[src/hw/rtl/gn2d_pkg.sv]
// Package for the 2D gradient noise core: fixed-point formats, hash constants,
// the quarter-wave sine table and the gradient lookup function. No dependencies.
`timescale 1ns / 1ps
package gn2d_pkg;

  localparam int FRAC_BITS  = 16;
  localparam int ANGLE_BITS = 10;
  localparam int QTR_BITS   = ANGLE_BITS - 2;
  localparam int QTR_SIZE   = 1 << QTR_BITS;

  localparam int OFS_W = FRAC_BITS + 1;  // signed corner offset
  localparam int GRD_W = 17;             // signed Q1.15 gradient component
  localparam int DOT_W = FRAC_BITS + 4;  // signed rounded dot product
  localparam int OUT_W = 18;

  localparam logic [31:0] HASH_M1 = 32'd3284157443;
  localparam logic [31:0] HASH_M2 = 32'd1911520717;
  localparam logic [31:0] HASH_M3 = 32'd2048419325;

  typedef logic [GRD_W-2:0] qsin_tab_t [0:QTR_SIZE];

  function automatic logic [31:0] rot16(logic [31:0] v);
    return {v[15:0], v[31:16]};
  endfunction

  // Degree-9 odd polynomial in Q30, every product floored, rounded to Q1.15.
  function automatic qsin_tab_t gen_qsin();
    qsin_tab_t tab;
    longint c [5];
    longint t, t2, p;
    c[0] = 64'sd1686629713;
    c[1] = -64'sd693598669;
    c[2] = 64'sd85569306;
    c[3] = -64'sd5026989;
    c[4] = 64'sd172272;
    for (int i = 0; i <= QTR_SIZE; i++) begin
      t  = longint'(i) <<< (30 - QTR_BITS);
      t2 = (t * t) >>> 30;
      p  = c[4];
      for (int k = 3; k >= 0; k--) begin
        p = c[k] + ((p * t2) >>> 30);
      end
      p = (p * t) >>> 30;
      p = (p + 64'sd16384) >>> 15;
      if (p < 0) p = 0;
      if (p > 32768) p = 32768;
      tab[i] = p[GRD_W-2:0];
    end
    return tab;
  endfunction

  localparam qsin_tab_t QSIN = gen_qsin();

  function automatic logic signed [GRD_W-1:0] sine_of(logic [ANGLE_BITS-1:0] k);
    logic [1:0]          quad;
    logic [QTR_BITS:0]   idx;
    logic signed [GRD_W-1:0] s;
    quad = k[ANGLE_BITS-1 -: 2];
    idx  = quad[0] ? ((QTR_BITS+1)'(QTR_SIZE) - {1'b0, k[QTR_BITS-1:0]})
                   : {1'b0, k[QTR_BITS-1:0]};
    s = $signed({1'b0, QSIN[idx]});
    return quad[1] ? -s : s;
  endfunction

endpackage

[src/hw/rtl/gn2d_hash.sv]
// Three-stage multiply and rotate hash of one lattice corner; emits the angle code.
// Depends on gn2d_pkg.
`timescale 1ns / 1ps
module gn2d_hash (
  input  logic                           clk_i,
  input  logic [31:0]                    cx_i,
  input  logic [31:0]                    cy_i,
  output logic [gn2d_pkg::ANGLE_BITS-1:0] angle_o
);
  import gn2d_pkg::*;

  logic [31:0] a_q, cy_q, b_q, a2_q;
  logic [31:0] h;
  logic [ANGLE_BITS-1:0] angle_q;

  assign h = (a2_q ^ rot16(b_q)) * HASH_M3;

  always_ff @(posedge clk_i) begin
    a_q     <= cx_i * HASH_M1;
    cy_q    <= cy_i;
    b_q     <= (cy_q ^ rot16(a_q)) * HASH_M2;
    a2_q    <= a_q;
    angle_q <= h[31 -: ANGLE_BITS];
  end

  assign angle_o = angle_q;

endmodule

[config.mk]
export PLATFORM = sky130hd
export DESIGN_NAME = gn2d_hash
export DESIGN_NICKNAME = d
export VERILOG_FILES = /design/src/hw/rtl/gn2d_pkg.sv /design/src/hw/rtl/gn2d_hash.sv
export SDC_FILE = /design/constraint.sdc
export NUM_CORES = 2
export LEC_CHECK = 0
export BUFFER_PORTS_ARGS = -buffer_cell sky130_fd_sc_hd__clkbuf_2
export CORE_MARGIN = 10
export CORE_UTILIZATION = 50
export CTS_CLUSTER_DIAMETER = 80
export DETAILED_ROUTE_END_ITERATION = 10
export GPL_ROUTABILITY_DRIVEN = 0
export PLACE_DENSITY = 0.67
export SYNTH_ARGS = -nofsm -noshare
export SYNTH_HDL_FRONTEND = slang
export SYNTH_SLANG_ARGS = --single-unit
[constraint.sdc]
create_clock -name clk_i -period 10.5 [get_ports clk_i]
set_clock_uncertainty 0.1 [all_clocks]
set_input_delay 0.525 -clock clk_i [delete_from_list [all_inputs] [get_ports clk_i]]
set_output_delay 0.525 -clock clk_i [all_outputs]
set_load 0.03 [all_outputs]
==> summary.txt <==
Outcome
  • Status: finished, final reports clean

Detailed routing
  • Iteration-0 DRC Markers: 829
  • DRT Wirelength: 63300 um
  • First-pass DRT Iterations: 5
  • DRC Markers: 0
  • Via count: 16.8k
  • Antenna-violating nets left: 0
  • Wire length per cell: 19.2 um
  • Vias per cell: 5.09

Clocking
  • CTS tree: yes
  • Num Clock Sinks: 138
  • Clock transition at path regs: 0.07 ns
  • Number of buffers on the longest clock path: 2
  • Worst-Skew Late Latency: 0.49 ns
  • Total CTS buffers: 17
  • Post_cts resized: 0
  • Postcts setup bufs: 0
  • Htree depth: 4
  • CTS root buffer: clkbuf_16

Floorplanning
  • Die Wd: 250 um
  • Core Area: 52400 sq um
  • Row cnt: 84
  • Vert. Die Dim: 250 um
  • I/O pin count: 75
  • DIE AREA: 62400 sq um
  • Starting density of the core: 50.3%

Synth
  • Mapped Cells: 2491
  • Net Count, Synth: 3590
  • Seq/Total Area, Yosys: 10.5%
  • Post-Syn Area: 26400 sq um
  • Post-synth top flop: dfxtp_1
  • Syn_area_per_cell: 10.6 sq um
  • Asr flop ratio synth: 0%
  • EDFF count, synth: 0
  • Yosys reg bits: 138
  • Synth unique cells: 60
  • Ys Warns: 0

STA
  • Fin crit share: 72.6%
  • Setup tns final: 0 ns
  • Min cycle time layout: 7.62 ns
  • Hold Vio Cnt, Final: 0
  • RSZ-0062 raised after global routing: false
  • Max frequency: 0.131 GHz
  • Slew margin rel.: 31.4%
  • Pins Over Slew Limit: 0
  • Worst Max-Slew Pin Slew: 1.02 ns
  • Setup Viol. Count Final: 0

Run
  • Max-Cap Viols: 0

Critical path
  • Critical Path End Type: flop
  • WS Path Type: reg2reg
  • Delay-heaviest family, CP: adder cells
  • CP max FO: 6
  • WP data required: 10.76 ns
  • Slowest CP cell: fa_1
  • Startpoint types: flop
  • Worst path arrival time: 7.88 ns
  • Critical Path, Cell by Cell: xor2_1, clkinv_1, xnor2_1, ha_1, or2_2, inv_1, fa_1, fa_1, inv_1, fa_1, fa_1, fa_1, fa_1, fa_1, ha_1, a211oi_2, o221ai_1, a31oi_1, nand2_1, a31o_2, a31oi_1, o31ai_1, xnor2_1
  • Worst path most repeated cell: fa_1
  • Buffers & Inverters on Critical Path: 3
  • Worst path max stage delay: 0.57 ns

GRT
  • Total congestion overflow: 0
  • Global Route Usage Sum: 21.1%
  • Initial antenna violation count: 3
  • Largest net degree at the start of global routing: 17
  • First-pass GRT wire length: 101000 um
  • Vias in the first global route: 19.0k

Layout
  • Layout cells sized above 1: 4.86%
  • Final Instance Area: 28300 sq um
  • Nets: 3697
  • Diode count: 0
  • Synthesis-to-layout area growth: 7.38%

Min path
  • Hold Path Class: in2reg

Place
  • Detailed placer's ending HPWL: 58100 um
  • Port Buffers: 74
  • Dpl cell area: 27700 sq um
## final cells by class
type	count	area (sq um)
clock inverter	14	150
inverter	788	2960
tap	688	861
clock buffer	18	439
sequential	138	2760
fill	4559	24100
multi-input combinational	1565	20700
timing repair buffer	88	498
## stage by stage
stage / cells / hold slack, ns / worst slack [ns] / utilization [%]
2_1_floorplan: 2491 / 0.249 / 3.55 / -
3_3_place_gp: 3258 / 0.252 / 3.16 / 52.7
3_5_place_dp: 3258 / 0.255 / 2.95 / 52.7
4_1_cts: 3299 / 0.00108 / 2.90 / 54.0
5_1_grt: 3299 / 0.0169 / 2.36 / 54.0
6_report: 3299 / 0.0358 / 2.88 / 54.0
## cells by family (layout without fill, tap and decap cells)
family | Yosys count | after routing | share of synthesized area (%)
AO/OA/AOI/OAI | 180 | 180 | 4.68
buffers and inverters | 788 | 908 | 11.2
AND/OR/NAND/NOR | 129 | 129 | 2.44
adder cells (fa/ha/maj) | 1034 | 1034 | 63.8
XOR/XNOR | 221 | 221 | 7.34
flip-flops | 138 | 138 | 10.5
multiplexers | 1 | 1 | 0.0427
## layout by cell type (no fill, tap or decap), drive strengths merged, types with 8 or more instances in the layout
cell type    count
dlygate4sd3      9
o21a            12
inv            796
o21bai           9
xor2            74
fa             520
ha             514
o21ai           30
dfxtp          138
a21o            27
nor2            33
a21oi           51
nor3             8
xnor2          147
clkbuf          92
nand2           34
nand3           13
## synthesized netlist by cell type, types with 3 or more instances
cell,number,area [sq um]
a211o_1,3,26.3
a211oi_1,4,30.0
a21o_1,26,195
a21oi_1,51,255
a31o_2,3,26.3
a31oi_1,5,31.3
and2_1,4,25.0
and3_1,4,25.0
dfxtp_1,138,2760
fa_1,520,10400
ha_1,514,6430
inv_1,787,2950
nand2_1,34,128
nand2b_1,4,25.0
nand3_1,13,65.1
nand4_1,3,18.8
nor2_1,33,124
nor2b_1,5,31.3
nor3_1,8,40.0
nor3b_1,3,22.5
nor4_1,4,25.0
o2111ai_1,4,35.0
o211ai_1,6,45.0
o21a_1,12,90.1
o21ai_0,28,140
o21bai_1,9,67.6
o31ai_1,5,37.5
xnor2_1,147,1290
xor2_1,74,648
## routing by layer
layer,wire length [um],global-route usage (%),vias to the layer above
met3,3190,3.79,125
met1,25300,24.8,8463
met2,32200,37.1,426
met4,2670,9.28,0
met5,0,0,-
li1,-,-,7773
## flip-flops by register name (all words and copies together), names as in the netlist
| register | cells |
|---|---|
| a2_q | 32 |
| angle_o | 10 |
| b_q | 32 |
| a_q | 32 |
| cy_q | 32 |
## final timing paths
check	start	end	slack, ns	cells past startpoint
max	a_q[19]	b_q[31]	2.88	23
min reg2reg	a_q[4]	a2_q[4]	0.26	0
max reg2reg	a_q[19]	b_q[31]	2.88	23
min	cy_i[22]	cy_q[22]	0.04	1
## repair_timing
action | CTS | global route
setup endpoints to repair | 0 | 0
hold buffers | 9 | 0
hold endpoints to repair | 9 | 0
Power is not shown: default switching activity piles up to over one toggle a cycle in this logic, so the estimate is an artifact.
